`src/rtl/lbp8u_pkg.sv`:
```
// Shared constants, types and the uniform-pattern bin table for the LBP8 pixel stream block.
package lbp8u_pkg;

  localparam int MAX_WIDTH    = 2048;
  localparam int MAX_HEIGHT   = 4096;
  localparam int MIN_DIM      = 3;

  localparam int COL_W        = $clog2(MAX_WIDTH);
  localparam int ROW_W        = $clog2(MAX_HEIGHT);
  localparam int WIDTH_REG_W  = 12;
  localparam int HEIGHT_REG_W = 13;
  localparam int PIX_W        = 8;

  localparam int CFG_INDEX_W  = 2;
  localparam int CFG_DATA_W   = 13;

  localparam logic [CFG_INDEX_W-1:0] REG_UNIFORM_MODE = 2'd0;
  localparam logic [CFG_INDEX_W-1:0] REG_IMAGE_WIDTH  = 2'd1;
  localparam logic [CFG_INDEX_W-1:0] REG_IMAGE_HEIGHT = 2'd2;

  localparam logic [WIDTH_REG_W-1:0]  WIDTH_RESET  = 12'd640;
  localparam logic [HEIGHT_REG_W-1:0] HEIGHT_RESET = 13'd480;

  typedef struct packed {
    logic [PIX_W-1:0] pattern;
    logic [11:0]      center_row;
    logic [10:0]      center_col;
    logic             frame_last;
  } res_t;

  // One pixel on its way from the acceptance cycle to the window stage.
  typedef struct packed {
    logic [PIX_W-1:0] pixel;
    logic [COL_W-1:0] addr;
    logic             emit;
    logic             fwd;
    logic [11:0]      center_row;
    logic [10:0]      center_col;
    logic             frame_last;
  } s1_item_t;

  typedef logic [PIX_W-1:0] bin_table_t [256];

  // Codes with at most two circular transitions are numbered from 1 in code order.
  function automatic bin_table_t build_bin_table();
    bin_table_t  tbl;
    logic [7:0]  code;
    logic [7:0]  rot;
    logic [7:0]  diff;
    int          next_bin;
    next_bin = 1;
    for (int i = 0; i < 256; i++) begin
      code = 8'(i);
      rot  = {code[6:0], code[7]};
      diff = code ^ rot;
      if ($countones(diff) <= 2) begin
        tbl[i]   = 8'(next_bin);
        next_bin = next_bin + 1;
      end else begin
        tbl[i] = '0;
      end
    end
    return tbl;
  endfunction

  localparam bin_table_t BIN_TABLE = build_bin_table();

endpackage

```
`src/rtl/lbp8u_stream_if.sv`:
```


interface lbp8u_res_if;
  logic        valid;
  logic        ready;
  logic [7:0]  pattern;
  logic [11:0] center_row;
  logic [10:0] center_col;
  logic        frame_last;

  modport source (output valid, output pattern, output center_row, output center_col,
                  output frame_last, input ready);
  modport sink   (input valid, input pattern, input center_row, input center_col,
                  input frame_last, output ready);
endinterface

```
`src/rtl/lbp8u_out_queue.sv`:
```
// Three-entry result queue that decouples the window stage from the output handshake.
module lbp8u_out_queue (
  input  logic                clk,
  input  logic                rst,
  input  logic                push,
  input  lbp8u_pkg::res_t     push_data,
  output logic [1:0]          level,
  lbp8u_res_if.source         results
);
  import lbp8u_pkg::*;

  localparam logic [1:0] LAST_SLOT = 2'd2;

  res_t       slots [3];
  logic [1:0] wr_ptr, rd_ptr, count;
  logic       pop;
  res_t       head;

  assign head               = slots[rd_ptr];
  assign results.valid      = count != 2'd0;
  assign results.pattern    = head.pattern;
  assign results.center_row = head.center_row;
  assign results.center_col = head.center_col;
  assign results.frame_last = head.frame_last;
  assign pop                = results.valid && results.ready;
  assign level              = count;

  always_ff @(posedge clk) begin
    if (rst) begin
      wr_ptr <= '0;
      rd_ptr <= '0;
      count  <= '0;
    end else begin
      if (push) begin
        wr_ptr <= (wr_ptr == LAST_SLOT) ? 2'd0 : wr_ptr + 2'd1;
      end
      if (pop) begin
        rd_ptr <= (rd_ptr == LAST_SLOT) ? 2'd0 : rd_ptr + 2'd1;
      end
      unique case ({push, pop})
        2'b10:   count <= count + 2'd1;
        2'b01:   count <= count - 2'd1;
        default: count <= count;
      endcase
    end
  end

  always_ff @(posedge clk) begin
    if (push) begin
      slots[wr_ptr] <= push_data;
    end
  end

endmodule

```
`src/flat_wrapper.sv`:
```
// flat-port wrapper written by rule: the top's interface ports become plain ports
module lbp8u_out_queue_flat import lbp8u_pkg::*;
  (clk, rst, push, push_data, level, results_valid, results_pattern, results_center_row, results_center_col, results_frame_last, results_ready);
  lbp8u_res_if results_i ();
  input  logic clk;
  input  logic rst;
  input  logic push;
  input  lbp8u_pkg::res_t push_data;
  output logic [1:0] level;
  output wire logic [$bits(results_i.valid)-1:0] results_valid;
  output wire logic [$bits(results_i.pattern)-1:0] results_pattern;
  output wire logic [$bits(results_i.center_row)-1:0] results_center_row;
  output wire logic [$bits(results_i.center_col)-1:0] results_center_col;
  output wire logic [$bits(results_i.frame_last)-1:0] results_frame_last;
  input wire logic [$bits(results_i.ready)-1:0] results_ready;
  assign results_valid = results_i.valid;
  assign results_pattern = results_i.pattern;
  assign results_center_row = results_i.center_row;
  assign results_center_col = results_i.center_col;
  assign results_frame_last = results_i.frame_last;
  assign results_i.ready = results_ready;
  lbp8u_out_queue u_core (.clk(clk), .rst(rst), .push(push), .push_data(push_data), .level(level), .results(results_i));
endmodule
```
`config.mk`:
```
export PLATFORM = sky130hd
export DESIGN_NAME = lbp8u_out_queue_flat
export DESIGN_NICKNAME = d
export VERILOG_FILES = /design/src/rtl/lbp8u_pkg.sv /design/src/rtl/lbp8u_stream_if.sv /design/src/rtl/lbp8u_out_queue.sv /design/src/flat_wrapper.sv
export SDC_FILE = /design/constraint.sdc
export NUM_CORES = 1
export LEC_CHECK = 0
export ABC_AREA = 1
export BUFFER_PORTS_ARGS = -buffer_cell sky130_fd_sc_hd__buf_2
export CAP_MARGIN = 20
export CORE_MARGIN = 1.5
export CORE_UTILIZATION = 55
export CTS_CLUSTER_SIZE = 10
export DETAILED_ROUTE_END_ITERATION = 7
export PLACE_DENSITY = 0.84
export SYNTH_ARGS = -nofsm -noshare
export SYNTH_HDL_FRONTEND = slang
export SYNTH_SLANG_ARGS = --single-unit
```
`constraint.sdc`:
```
create_clock -name clk -period 5.2 [get_ports clk]
set_input_delay 0.78 -clock clk [delete_from_list [all_inputs] [get_ports clk]]
set_output_delay 0.78 -clock clk [all_outputs]
set_load 0.01 [all_outputs]
```
==> results of run 1 <==
==> cell type report <==
| cell class | count | area [um2] |
|---|---|---|
| repair buffers | 75 | 388 |
| well taps | 96 | 120 |
| inverters | 14 | 60.1 |
| fillers | 539 | 2330 |
| clock buffers | 14 | 185 |
| flip-flops and latches | 104 | 3040 |
| multi-input cells | 157 | 699 |
| clock inverters | 2 | 10.0 |
==> stage by stage <==
stage / hold WS, ns / cells / total power, W / worst slack (ns) / area, um2
after global placement: 0.448 / 446 / 0.00128 / 3.12 / 4310
final: 0.473 / 462 / 0.00175 / 2.69 / 4510
after floorplan: 0.438 / 289 / 0.00118 / 1.66 / 3930
after detailed placement: 0.462 / 446 / 0.00129 / 3.06 / 4310
after global routing: 0.509 / 462 / 0.00183 / 2.53 / 4510
after CTS: 0.476 / 462 / 0.00176 / 2.66 / 4510
==> power by group <==
part,internal [W],switching (W),total (W)
Clock,0.000232,0.000251,0.000483
Combinational,0.000106,0.000189,0.000296
Sequential,0.000957,0.0000148,0.000972
==> cell usage after synthesis <==
cell / count / area [um2]
buf_4: 8 / 60.1
nand4_1: 1 / 6.26
nand3_1: 2 / 10.0
nand2_1: 39 / 146
inv_4: 1 / 6.26
inv_2: 2 / 7.51
nor2_1: 42 / 158
ha_1: 1 / 12.5
buf_6: 6 / 67.6
inv_1: 10 / 37.5
clkinv_4: 1 / 8.76
nor3_1: 1 / 5.00
edfxtp_1: 96 / 2880
dfxtp_1: 8 / 160
nand2_2: 1 / 6.26
o21ai_0: 3 / 15.0
a21oi_1: 67 / 335
==> worst register-to-register path, stage by stage (launching register included) <==
cell	delay [ns]
dfxtp_1	0.35
inv_2	0.09
nand2_2	0.06
nand2_1	0.11
inv_2	0.06
ha_1	0.30
inv_1	0.09
nand2_1	0.06
nor2_1	0.09
nor2_1	0.05
nor2_1	0.10
==> state kept, by name, indices dropped and copies added, names as in the netlist, named ones only <==
register,cells
u_core.wr_ptr,2
u_core.slots,96
u_core.rd_ptr,2
u_core.level,2
==> final timing paths <==
check                                     start                             to  slack (ns)  depth (start not counted)
hold reg to reg   u_core.wr_ptr[1]$_SDFFE_PP0P_  u_core.wr_ptr[1]$_SDFFE_PP0P_        0.47                          2
setup reg to reg   u_core.level[0]$_SDFFE_PP0P_   u_core.level[1]$_SDFFE_PP0P_        3.78                         10
hold / removal    u_core.wr_ptr[1]$_SDFFE_PP0P_  u_core.wr_ptr[1]$_SDFFE_PP0P_        0.47                          2
setup / recovery                       register          results_center_row[5]        2.69                          5
==> per-layer routing <==
layer / vias to the layer above / part of all wire / track usage
li1: 1163 / - / -
met1: 1196 / 0.45 / 0.283
met2: 90 / 0.49 / 0.320
met3: 9 / 0.054 / 0.0313
met4: 0 / 0.013 / 0.0808
met5: - / 0 / 0
==> cell families after synthesis <==
logic type / after synthesis / synth area share
adder cells (fa/ha/maj): 1 / 0.00319
AND/OR/NAND/NOR: 86 / 0.0845
flip-flops: 104 / 0.775
buffers and inverters: 28 / 0.0478
AO/OA/AOI/OAI: 70 / 0.0893
==> impl_metrics.yaml, run 1 <==
run_status:
  run_status: "complete, no violations"
timing:
  tightest_slew_ns: 0.470
  fmax_ghz: 0.398
  maxSlewViolCount: 0
  finalSetupViolCount: 0
  rsz0062_at_grt: "no"
  finalCritPeriodShare: 0.483
  period_needed_ns: 2.51
  slew_headroom: 0.686
  finClkSkew_ns: 0.0116
  hold_violations: 0
  setup_tns_ns: 0
synth:
  synth_nets: 326
  syn_area_per_cell_um2: 13.6
  syn_area_mm2: 0.00393
  synth.ff_latch_count: 104
  ys_seq_area_frac: 0.775
  ys_types: 17
  synth_cells: 289
  yosys_warnings: 0
cts:
  holdBufCountCts: 0
  clock-sinks: 104
  clk_latency_ns: 0.36
  cts_buffer_depth: 2
  post_cts_buffers: 0
  cts-resized-gates: 0
  cts_max_level: 3
  clk_pin_slew_worst_paths_ns: 0.09
  cts_root_buf: "clkbuf_8"
  cts_tree: "built"
  cts_buffers: 9
worst_setup_path:
  required_ns: 4.42
  timing.critical_path.arrival_ns: 1.73
  critPathBufInv: 3
  start_kind: "register"
  slowest_stage: "buf_4"
  worstPathMaxFanout: 33
  slowest_delay_ns: 0.35
  path_cells: "buf_4 > clkinv_4 > nand2_1 > a21oi_1 > buf_2"
  crit_path_end_kind: "primary output"
  cp_top_family: "buffers and inverters"
  criticalPathCategory: "register to primary output"
finish:
  final_cell_mix: "edfxtp_1 (96), buf_2 (70), a21oi_1 (67)"
  syn_to_final_growth_pct: 14.8
  drive_above_1_share: 0.257
  final_common_cell: "edfxtp_1"
  num_antenna_cells: 0
  fin_util: 0.660
  final_nets: 398
global_routing:
  grt_first_pass_wirelength_um: 11400
  grt_overflow: 0
  antenna_found_initial: 0
  track_usage: 0.202
  grt_max_degree: 34
  grt_pass1_vias: 2345
routing:
  vias: 2458
  wl_per_cell_um: 15.8
  dr.pass1.iters: 4
  drc: 0
  avgViaCountPerCell: 5.32
  drt-initial-drc-count: 169
  ant_nets: 0
  drt-total-wl_um: 7280
floorplan:
  boundaryPins: 71
  fp.dieArea_mm2: 0.00765
  fp.dieW_um: 87.5
  start_util: 0.575
  die_y_um: 87.5
  num_rows: 30
  core_area_mm2: 0.00683
power:
  leakagePower_nw: 1.74
  power_density_mw_per_mm2: 388
  peakVddDrop_v: 0.000261
job:
  drv_cap: 0
placed_design:
  routabilityCongestion: 0.768
  port_buffers: 70
  hpwl_um: 4430
min_path:
  hold_class: "register to register"
Note: power is estimated with default switching activity, not from simulation.
==> run 2: changes to the inputs <==
Settings changed: CORE_UTILIZATION 55 to 49, PLACE_DENSITY 0.84 to 0.79.
Clock period 5.2 ns to 2.2 ns, I/O delays scaled along.
==> run 2 against run 1 <==
Flip-flop and latch count unchanged. Hold slack got worse by 0.31 ns. Wire length increased by 1.6%. Critical path type unchanged. Critical endpoint is now results_center_row[6]. Highest routed layer unchanged.
==> impl_metrics.yaml, run 2 (same netlist as run 1, synthesis figures left out) <==
placed_design:
  port_buffers: 70
  hpwl_um: 4620
  routabilityCongestion: 0.737
  dp.cells: 455
worst_setup_path:
  cp.depth: 4
  path_cells: "clkinv_4 > nand2_1 > a21oi_1 > buf_2"
  reg2regPathDepth: 4
  criticalPathCategory: "register to primary output"
  start_kind: "register"
  slowest_delay_ns: 0.51
  cp_top_family: "flip-flops"
  critPathBufInv: 2
  slowest_stage: "dfxtp_2"
  crit_path_end_kind: "primary output"
  worstPathMaxFanout: 32
  required_ns: 1.87
  timing.critical_path.arrival_ns: 1.54
global_routing:
  grt_first_pass_wirelength_um: 11500
  track_usage: 0.181
  grt_overflow: 0
  antenna_found_initial: 0
  grt_pass1_vias: 2477
  grt_max_degree: 33
timing:
  period_needed_ns: 1.87
  rsz0062_at_grt: "no"
  fmax_ghz: 0.535
  slew_headroom: 0.679
  finClkSkew_ns: 0.00909
  hold_violations: 0
  maxSlewViolCount: 0
  finalSetupViolCount: 0
  tightest_slew_ns: 0.481
  finalCritPeriodShare: 0.849
  setup_tns_ns: 0
power:
  leakagePower_nw: 1.75
  power_density_mw_per_mm2: 918
  peakVddDrop_v: 0.000437
finish:
  num_antenna_cells: 0
  fill_cells: 612
  final_cell_mix: "edfxtp_1 (96), buf_2 (70), a21oi_1 (67)"
  syn_to_final_growth_pct: 16.3
  instances_no_fill: 471
  top_register: "u_core.slots"
  drive_above_1_share: 0.274
  final_nets: 401
  largest_register_ffs: 96
  final_common_cell: "edfxtp_1"
cts:
  cts_max_level: 3
  cts_buffer_depth: 2
  clk_pin_slew_worst_paths_ns: 0.09
  post_cts_buffers: 0
  cts_buffers: 9
  cts_root_buf: "clkbuf_8"
  cts_tree: "built"
  clk_latency_ns: 0.36
  clock-sinks: 104
routing:
  drc: 0
  drt-total-wl_um: 7400
  drt-initial-drc-count: 69
  vias: 2461
  wl_per_cell_um: 15.7
  dr.pass1.iters: 4
  ant_nets: 0
  avgViaCountPerCell: 5.23
floorplan:
  num_rows: 32
  die_y_um: 92.5
  core_area_mm2: 0.00773
  boundaryPins: 71
  start_util: 0.508
  fp.dieArea_mm2: 0.00856
  fp.dieW_um: 92.5
min_path:
  worstHoldPathCells: 2
  hold_class: "primary input to register"
run_status:
  run_status: "complete, no violations"
job:
  drv_cap: 0
## run 2: timing repair
item	4_1_cts	5_1_grt
gates resized for setup	0	1
hold buffers	0	0
setup endpoints to repair	0	29
## run 2: cell type report
cell class	instances	area (um2)	share of cell area
flip-flops and latches	104	3040	0.667
multi-input cells	157	706	0.155
repair buffers	78	423	0.0927
well taps	102	128	0.0280
clock buffers	9	124	0.0271
clock inverters	7	78.8	0.0173
inverters	14	60.1	0.0132
## run 2: final timing paths
check,slack (ns),end,start
worst max register to register,0.79,u_core.slots[1][4]$_DFFE_PP_,u_core.wr_ptr[1]$_SDFFE_PP0P_
worst max-delay path,0.33,results_center_row[6],register
worst min-delay path,0.16,u_core.wr_ptr[1]$_SDFFE_PP0P_,rst
worst min register to register,0.47,u_core.wr_ptr[1]$_SDFFE_PP0P_,u_core.wr_ptr[1]$_SDFFE_PP0P_
## run 2: routing by layer
| layer | GRT usage | part of all wire |
|---|---|---|
| met1 | 0.211 | 0.42 |
| met2 | 0.325 | 0.53 |
| met3 | 0.0287 | 0.034 |
| met4 | 0.0833 | 0.010 |
| met5 | 0 | 0 |
## run 2: stage by stage
| step | instance area [um2] | util | worst slack [ns] | total power, W | hold WS, ns |
|---|---|---|---|---|---|
| floorplan | 3930 | - | 0.0900 | 0.00280 | 0.399 |
| global placement | 4360 | 0.564 | 0.490 | 0.00304 | 0.450 |
| detailed placement | 4360 | 0.564 | 0.441 | 0.00307 | 0.456 |
| CTS | 4560 | 0.590 | 0.0348 | 0.00423 | 0.148 |
| global route | 4560 | 0.591 | 0.197 | 0.00437 | 0.147 |
| finish | 4560 | 0.591 | 0.332 | 0.00419 | 0.164 |
## run 2: report_power, final
group          switching, W  leakage, nW  total, W  internal, W
clock network      0.000641       0.0977   0.00118     0.000537
registers         0.0000454        0.954   0.00231      0.00226
logic              0.000437        0.702  0.000701     0.000264
total               0.00112         1.75   0.00419      0.00306
## run 2: worst reg2reg max path, stage by stage (launching register included)
cell,delay (ns)
dfxtp_1,0.32
inv_1,0.13
nand3_1,0.11
inv_1,0.08
buf_4,0.42
