--- src/rtl/lbp8u_pkg.sv ---
// Shared constants, types and the uniform-pattern bin table for the LBP8 pixel stream block.
package lbp8u_pkg;

  localparam int MAX_WIDTH    = 2048;
  localparam int MAX_HEIGHT   = 4096;
  localparam int MIN_DIM      = 3;

  localparam int COL_W        = $clog2(MAX_WIDTH);
  localparam int ROW_W        = $clog2(MAX_HEIGHT);
  localparam int WIDTH_REG_W  = 12;
  localparam int HEIGHT_REG_W = 13;
  localparam int PIX_W        = 8;

  localparam int CFG_INDEX_W  = 2;
  localparam int CFG_DATA_W   = 13;

  localparam logic [CFG_INDEX_W-1:0] REG_UNIFORM_MODE = 2'd0;
  localparam logic [CFG_INDEX_W-1:0] REG_IMAGE_WIDTH  = 2'd1;
  localparam logic [CFG_INDEX_W-1:0] REG_IMAGE_HEIGHT = 2'd2;

  localparam logic [WIDTH_REG_W-1:0]  WIDTH_RESET  = 12'd640;
  localparam logic [HEIGHT_REG_W-1:0] HEIGHT_RESET = 13'd480;

  typedef struct packed {
    logic [PIX_W-1:0] pattern;
    logic [11:0]      center_row;
    logic [10:0]      center_col;
    logic             frame_last;
  } res_t;

  // One pixel on its way from the acceptance cycle to the window stage.
  typedef struct packed {
    logic [PIX_W-1:0] pixel;
    logic [COL_W-1:0] addr;
    logic             emit;
    logic             fwd;
    logic [11:0]      center_row;
    logic [10:0]      center_col;
    logic             frame_last;
  } s1_item_t;

  typedef logic [PIX_W-1:0] bin_table_t [256];

  // Codes with at most two circular transitions are numbered from 1 in code order.
  function automatic bin_table_t build_bin_table();
    bin_table_t  tbl;
    logic [7:0]  code;
    logic [7:0]  rot;
    logic [7:0]  diff;
    int          next_bin;
    next_bin = 1;
    for (int i = 0; i < 256; i++) begin
      code = 8'(i);
      rot  = {code[6:0], code[7]};
      diff = code ^ rot;
      if ($countones(diff) <= 2) begin
        tbl[i]   = 8'(next_bin);
        next_bin = next_bin + 1;
      end else begin
        tbl[i] = '0;
      end
    end
    return tbl;
  endfunction

  localparam bin_table_t BIN_TABLE = build_bin_table();

endpackage

--- src/rtl/lbp8u_window.sv ---
// Window stage: line buffer write-back with forwarding, 3x3 window and pattern compare.
module lbp8u_window (
  input  logic                       clk,
  input  logic                       rst,
  input  logic                       s1_valid,
  input  lbp8u_pkg::s1_item_t        s1,
  input  logic                       uniform_mode,
  input  logic [lbp8u_pkg::PIX_W-1:0] rd_two,
  input  logic [lbp8u_pkg::PIX_W-1:0] rd_one,
  output logic [lbp8u_pkg::PIX_W-1:0] wr_two,
  output logic [lbp8u_pkg::PIX_W-1:0] wr_one,
  output logic                       push,
  output lbp8u_pkg::res_t            push_data
);
  import lbp8u_pkg::*;

  logic [PIX_W-1:0] top1, top2, mid1, mid2, bot1, bot2;
  logic [PIX_W-1:0] last_two, last_one;
  logic [PIX_W-1:0] two_eff, one_eff, ctr;
  logic [7:0]       code;

  // A read issued in the same cycle as the previous write to that entry sees stale data.
  assign two_eff = s1.fwd ? last_two : rd_two;
  assign one_eff = s1.fwd ? last_one : rd_one;
  assign wr_two  = one_eff;
  assign wr_one  = s1.pixel;

  assign ctr = mid2;
  always_comb begin
    code[7] = top1     > ctr;
    code[6] = top2     > ctr;
    code[5] = two_eff  > ctr;
    code[4] = one_eff  > ctr;
    code[3] = s1.pixel > ctr;
    code[2] = bot2     > ctr;
    code[1] = bot1     > ctr;
    code[0] = mid1     > ctr;
  end

  assign push                 = s1_valid && s1.emit;
  assign push_data.pattern    = uniform_mode ? BIN_TABLE[code] : code;
  assign push_data.center_row = s1.center_row;
  assign push_data.center_col = s1.center_col;
  assign push_data.frame_last = s1.frame_last;

  always_ff @(posedge clk) begin
    if (rst) begin
      top1 <= '0;
      top2 <= '0;
      mid1 <= '0;
      mid2 <= '0;
      bot1 <= '0;
      bot2 <= '0;
    end else if (s1_valid) begin
      top1 <= top2;
      top2 <= two_eff;
      mid1 <= mid2;
      mid2 <= one_eff;
      bot1 <= bot2;
      bot2 <= s1.pixel;
    end
  end

  always_ff @(posedge clk) begin
    if (s1_valid) begin
      last_two <= one_eff;
      last_one <= s1.pixel;
    end
  end

endmodule

--- config.mk ---
export PLATFORM = sky130hd
export DESIGN_NAME = lbp8u_window
export DESIGN_NICKNAME = d
export VERILOG_FILES = /design/src/rtl/lbp8u_pkg.sv /design/src/rtl/lbp8u_window.sv
export SDC_FILE = /design/constraint.sdc
export NUM_CORES = 1
export LEC_CHECK = 0
export ABC_AREA = 1
export BUFFER_PORTS_ARGS = -buffer_cell sky130_fd_sc_hd__buf_2
export CORE_ASPECT_RATIO = 1.75
export CORE_MARGIN = 1.5
export CORE_UTILIZATION = 60
export CTS_CLUSTER_SIZE = 28
export DETAILED_ROUTE_END_ITERATION = 10
export GPL_TIMING_DRIVEN = 0
export HOLD_SLACK_MARGIN = 0.06
export PLACE_DENSITY = 0.91
export SYNTH_ARGS = -nofsm -noshare
export SYNTH_HDL_FRONTEND = slang
export SYNTH_SLANG_ARGS = --single-unit
--- constraint.sdc ---
create_clock -name clk -period 11.96 [get_ports clk]
set_input_delay 3.588 -clock clk [delete_from_list [all_inputs] [get_ports clk]]
set_output_delay 3.588 -clock clk [all_outputs]
set_load 0.02 [all_outputs]
==> results.sh, run 1 <==
export IMPL_status="finished, final reports clean"
export IMPL_fin_skew_ns=0.00627
export IMPL_fill_cells=654
export IMPL_dpl_hpwl_um=11700
export IMPL_setup_viol=0
export IMPL_ys_seq_area_share_pct=28.1
export IMPL_yosysTopAreaCellShare_pct=18.7
export IMPL_numCtsBuffers=9
export IMPL_cts_resized=0
export IMPL_slowest_delay_ns=0.38
export IMPL_drc=0
export IMPL_hp_class="flop to flop"
export IMPL_crit_family="simple AND/OR/NAND/NOR gates"
export IMPL_synthCells=727
export IMPL_postSynthNetCount=862
export IMPL_fin_area_um2=5940
export IMPL_path_clk_slew_ns=0.05
export IMPL_drive_gt1_share_pct=19.8
export IMPL_ys_warn_count=0
export IMPL_grt_setup_unrepaired="false"
export IMPL_cellPowerDensity_nw_per_um2=135
export IMPL_place_area_um2=5660
export IMPL_slew_viol_final=0
export IMPL_multi_input_area_um2=3060
export IMPL_wl_per_cell_um=16.3
export IMPL_ys_ff_latch=64
export IMPL_initial_utilization_pct=61.8
export IMPL_ys_types=36
export IMPL_drt_iter0_drc=219
export IMPL_yosys_area_top_type="dfxtp_1"
export IMPL_crit_path_start_kind="input port"
export IMPL_diodes=0
export IMPL_relSlewSlack_pct=59.1
export IMPL_io_pins=114
export IMPL_root_buffer="clkbuf_16"
export IMPL_syn_area_um2=5130
export IMPL_most_common_layout_cells="223 x nand2_1, 78 x buf_2, 75 x inv_1"
export IMPL_cts_sinks=64
export IMPL_grt_overflow=0
export IMPL_fin_crit_ns=10.42
export IMPL_hold_buffers=0
export IMPL_ir_drop_mv=0.120
export IMPL_power_leakage_uw=0.00314
export IMPL_grt_max_degree=18
export IMPL_via_per_inst=5.59
export IMPL_die_h_um=125
export IMPL_die_w_um=72.9
export IMPL_cts_tree="built"
export IMPL_place_gp_congestion=0.980
export IMPL_clock_latency_ns=0.33
export IMPL_grt_pass1_wl_um=24100
export IMPL_seq_area_um2=1440
export IMPL_max_freq_mhz=95.9
export IMPL_dieArea_um2=9140
export IMPL_cp_cell_sequence="clkbuf_1, inv_1, clkbuf_1, nand2_1, nand2_1, ha_1, nand2_1, nor2_1, nand2_1, nand2_1, nand2_2, nand2_1, inv_1, nand2_1, nand3_1, nor2_1, nand2_1, a21oi_1, nand2_1, buf_2"
export IMPL_cts_setup_buffers=0
export IMPL_num_vias=5223
export IMPL_drv_cap=0
export IMPL_hold_viol=0
export IMPL_crit_fanout=10
export IMPL_path_buf_inv=5
export IMPL_max_slew_worst_pin_slew_ns=0.614
export IMPL_required_ns=8.37
export IMPL_timing_final_crit_share_pct=87.2
export IMPL_area_growth_pct=15.6
export IMPL_crit_slowest_cell="a21oi_1"
export IMPL_wirelength_um=15200
export IMPL_io_buffers=76
export IMPL_dr_pass1_iters=5
export IMPL_final_core_util_pct=71.4
export IMPL_ctsLongestPathBuffers=2
export IMPL_end_kind="primary output"
export IMPL_synth_area_leaders="dfxtp_1 19%, ha_1 17%, nand2_1 16%, edfxtp_1 9.4%, a21oi_1 5.7%"
export IMPL_core_um2=8310
export IMPL_final_common_cell="nand2_1"
export IMPL_grt_pass1_vias=5262
export IMPL_num_rows=44
export IMPL_antenna_found_initial=0
export IMPL_setup_tns_ns=0
export IMPL_nNetsFinal=949
export IMPL_syn_area_per_cell_um2=7.06
export IMPL_ant_nets=0
export IMPL_path_common_cell="nand2_1"
export IMPL_cp_data_arrival_time_ns=6.84
export IMPL_critPathKind="input port to primary output"
export IMPL_h_tree_depth=3
export IMPL_grt_use_total_pct=34.4
-- worst register-to-register path, delay by kind of cell, from the launching register on --
family | cells | cell delay [ns]
AO/OA/AOI/OAI | 2 | 0.26
buffers and inverters | 2 | 0.21
flip-flops | 1 | 0.64
-- synth_stat cells (all sizes together) --
library cell    n
o211ai          1
buf            36
clkbuf         17
nand3          32
edfxtp         16
ha             70
nand4          11
nor2           61
inv            80
a21boi          1
mux2i           1
a211oi         18
dfxtp          48
a21o            5
a21oi          63
o21bai          1
nand2         235
o21ai          26
clkinv          2
o21a            1
nor3b           1
nor3            1
-- sequential cells by signal, summed over array words and instances, names as in the netlist --
name and flops:
top1 8, mid1 8, last_one 8, top2 8
bot2 8, last_two 8, bot1 8, ctr 8
-- metrics by stage --
stage / hold slack, ns / cells / setup WS [ns] / total power, uW
floorplan: 0.445 / 727 / 2.41 / 466
global placement: 0.458 / 918 / 1.81 / 543
detailed placement: 0.462 / 918 / 1.76 / 551
CTS: 0.468 / 934 / 1.75 / 791
global route: 0.487 / 934 / 1.33 / 839
finish: 0.473 / 934 / 1.54 / 798
-- final timing paths --
kind / slack [ns] / from / cells past startpoint / endpoint
max: 1.54 / s1[24] / 20 / push_data[25]
min: 0.47 / bot1[7] / 2 / bot1[7]
max reg2reg: 10.79 / ctr[0] / 4 / ctr[0]
min reg2reg: 0.47 / bot1[7] / 2 / bot1[7]
-- final cells by class --
class / instances / area share (%)
clock inverters: 3 / 0.274
clock buffers: 13 / 4.38
well taps: 115 / 2.42
inverters: 82 / 5.19
plain buffers: 53 / 5.54
flip-flops and latches: 64 / 24.3
multi-input cells: 528 / 51.5
repair buffers: 76 / 6.41
-- per-layer routing --
layer / vias to the layer above / GRT usage (%) / routed length (um)
li1: 2540 / - / -
met2: 240 / 62.7 / 7980
met4: 0 / 28.7 / 1270
met5: - / 0 / 0
met1: 2354 / 31.6 / 5140
met3: 89 / 5.56 / 807
-- power breakdown --
part	total (uW)	leakage (uW)	internal (uW)	switching [uW]
Combinational	312	0.00244	102	209
Sequential	246	0.000554	237	8.37
Clock	241	0.000140	151	90.0
Total	798	0.00314	491	308
-- kinds of logic after synthesis --
kind of cell	share of synthesized area (%)
DFF	28.1
and+or+nand+nor	29.0
muxes	0.195
AOI/OAI and AO/OA	13.3
buffers and inverters	12.4
adders and majority gates	17.1
No activity file was read; power rests on OpenSTA's default activity.
==> run 2, diff against run 1 <==
--- a/config.mk
+++ b/config.mk
@@ -6,7 +6,7 @@
 export NUM_CORES = 1
 export LEC_CHECK = 0
 export ABC_AREA = 1
-export BUFFER_PORTS_ARGS = -buffer_cell sky130_fd_sc_hd__buf_2
+export BUFFER_PORTS_ARGS = -buffer_cell sky130_fd_sc_hd__clkbuf_2
 export CORE_ASPECT_RATIO = 1.75
 export CORE_MARGIN = 1.5
 export CORE_UTILIZATION = 60
==> run 2 against run 1 <==
Worst setup slack worse by 0.026 ns. Sequential power is essentially flat. Count of clock-buffer cells in the layout is 1 lower. Wire length increased by 2.6%.
==> results.sh, run 2 (synthesized netlist as in run 1, its figures left out) <==
export IMPL_drv_cap=0
export IMPL_ir_drop_mv=0.150
export IMPL_dieArea_um2=9140
export IMPL_crit_family="simple AND/OR/NAND/NOR gates"
export IMPL_setup_viol=0
export IMPL_core_um2=8310
export IMPL_grt_pass1_vias=5251
export IMPL_drt_iter0_drc=295
export IMPL_use_met3_pct=7.66
export IMPL_numCtsBuffers=9
export IMPL_path_clk_slew_ns=0.05
export IMPL_setup_tns_ns=0
export IMPL_end_kind="primary output"
export IMPL_num_vias=5276
export IMPL_crit_path_start_kind="input port"
export IMPL_slowest_delay_ns=0.47
export IMPL_h_tree_depth=3
export IMPL_fin_crit_ns=10.45
export IMPL_dp_slack_ns=1.71
export IMPL_cp_cell_sequence="clkbuf_1, inv_1, clkbuf_1, nand2_1, nand2_1, ha_1, nand2_1, nor2_1, nand2_1, nand2_1, nand2_2, nor2_1, nand3_1, nand3_1, nand3_1, nand2_1, inv_1, nand2_1, clkbuf_2"
export IMPL_final_core_util_pct=71.7
export IMPL_grt_max_degree=18
export IMPL_r2r_end="ctr[0]"
export IMPL_drc=0
export IMPL_multi_input_area_um2=3060
export IMPL_combPwrFrac_pct=38.1
export IMPL_die_h_um=125
export IMPL_min_from="bot1[2]"
export IMPL_initial_utilization_pct=61.8
export IMPL_cellPowerDensity_nw_per_um2=138
export IMPL_max_freq_mhz=95.7
export IMPL_wl_per_cell_um=16.7
export IMPL_rr_worst_depth=4
export IMPL_hold_viol=0
export IMPL_critPathKind="input port to primary output"
export IMPL_power_leakage_uw=0.00315
export IMPL_via_per_inst=5.65
export IMPL_grt_setup_unrepaired="false"
export IMPL_place_gp_congestion=0.984
export IMPL_seqPwrFrac_pct=29.9
export IMPL_max_slew_worst_pin_slew_ns=0.632
export IMPL_p_clk_share_pct=32.0
export IMPL_grt_busiest_layer="met2"
export IMPL_antenna_found_initial=0
export IMPL_hold_buffers=0
export IMPL_area_growth_pct=16.0
export IMPL_p_sw_uw=311
export IMPL_crit_slowest_cell="nor2_1"
export IMPL_intPower_uw=512
export IMPL_fill_cells=660
export IMPL_r2r_setup_slack_ns=10.77
export IMPL_status="finished, final reports clean"
export IMPL_required_ns=8.37
export IMPL_nNetsFinal=949
export IMPL_most_common_layout_cells="223 x nand2_1, 76 x clkbuf_2, 75 x inv_1"
export IMPL_die_w_um=72.9
export IMPL_endpoint="push_data[24]"
export IMPL_io_buffers=76
export IMPL_seq_area_um2=1440
export IMPL_timing_final_crit_share_pct=87.4
export IMPL_fin_skew_ns=0.00468
export IMPL_cts_resized=0
export IMPL_clock_latency_ns=0.34
export IMPL_root_buffer="clkbuf_16"
export IMPL_ctsLongestPathBuffers=2
export IMPL_slew_viol_final=0
export IMPL_ant_nets=0
export IMPL_cts_sinks=64
export IMPL_cp_data_arrival_time_ns=6.86
export IMPL_hp_class="flop to flop"
export IMPL_wirelength_um=15600
export IMPL_grt_pass1_wl_um=24200
export IMPL_grt_overflow=0
export IMPL_relSlewSlack_pct=57.9
export IMPL_fin_ws_ns=1.51
export IMPL_dr_pass1_iters=5
export IMPL_final_common_cell="nand2_1"
export IMPL_num_rows=44
export IMPL_cts_setup_buffers=0
export IMPL_switching_share_pct=37.8
export IMPL_crit_start="s1[24]"
export IMPL_grt_use_total_pct=35.2
export IMPL_path_buf_inv=5
export IMPL_path_common_cell="nand2_1"
export IMPL_crit_fanout=10
export IMPL_cp_depth=19
export IMPL_cts_tree="built"
export IMPL_met1_usage_pct=32.1
export IMPL_drive_gt1_share_pct=19.7
export IMPL_io_pins=114
export IMPL_dpl_hpwl_um=11800
export IMPL_r2r_start="ctr[0]"
export IMPL_use_met2_pct=62.8
export IMPL_diodes=0
export IMPL_hold_slack_ns=0.475
## run 2: cell count changes in the layout (fill, tap and decap cells not counted), sizes merged
cell	delta
buf	-76
bufinv	+1
clkbuf	+75
inv	-1
## run 2: layout make-up
class	count	share of cell area, %
Buffer	53	5.52
Multi-Input combinational cell	528	51.3
Clock buffer	12	4.33
Timing Repair Buffer	76	6.39
Clock inverter	3	0.672
Sequential cell	64	24.2
Tap cell	115	2.42
Inverter	82	5.17
## run 2: how the worst min path moves through the flow
stage              end  slack (ns)  cells after the start
2_1_floorplan  bot1[4]        0.45                      2
3_3_place_gp   bot1[4]        0.46                      2
3_5_place_dp   bot1[2]        0.46                      2
4_1_cts        bot1[2]        0.47                      2
5_1_grt        bot1[2]        0.49                      2
6_report       bot1[2]        0.47                      2
## run 2: tightest hold or removal path, stage by stage, from the launching register on
cell     delay [ns]
dfxtp_1        0.31
nand2_1        0.06
a21oi_1        0.05
## run 2: per-stage QoR
stage | std cells | area (um2) | total power [uW]
6_report | 933 | 5960 | 822
5_1_grt | 933 | 5960 | 864
4_1_cts | 933 | 5960 | 816
3_5_place_dp | 918 | 5660 | 552
3_3_place_gp | 918 | 5660 | 543
2_1_floorplan | 727 | 5130 | 466
## run 2: power by group through the flow
stage,sequential (uW),combinational (uW),clock (uW)
after floorplan,247,219,0
after global placement,249,294,0
after detailed placement,249,303,0
after CTS,245,306,264
after global routing,247,345,272
final,246,313,263
## run 2: per-layer routing
layer	routed length, um	share of wire [%]
met1	5190	33
met2	8210	53
met3	1020	6.5
met4	1180	7.6
met5	0	0
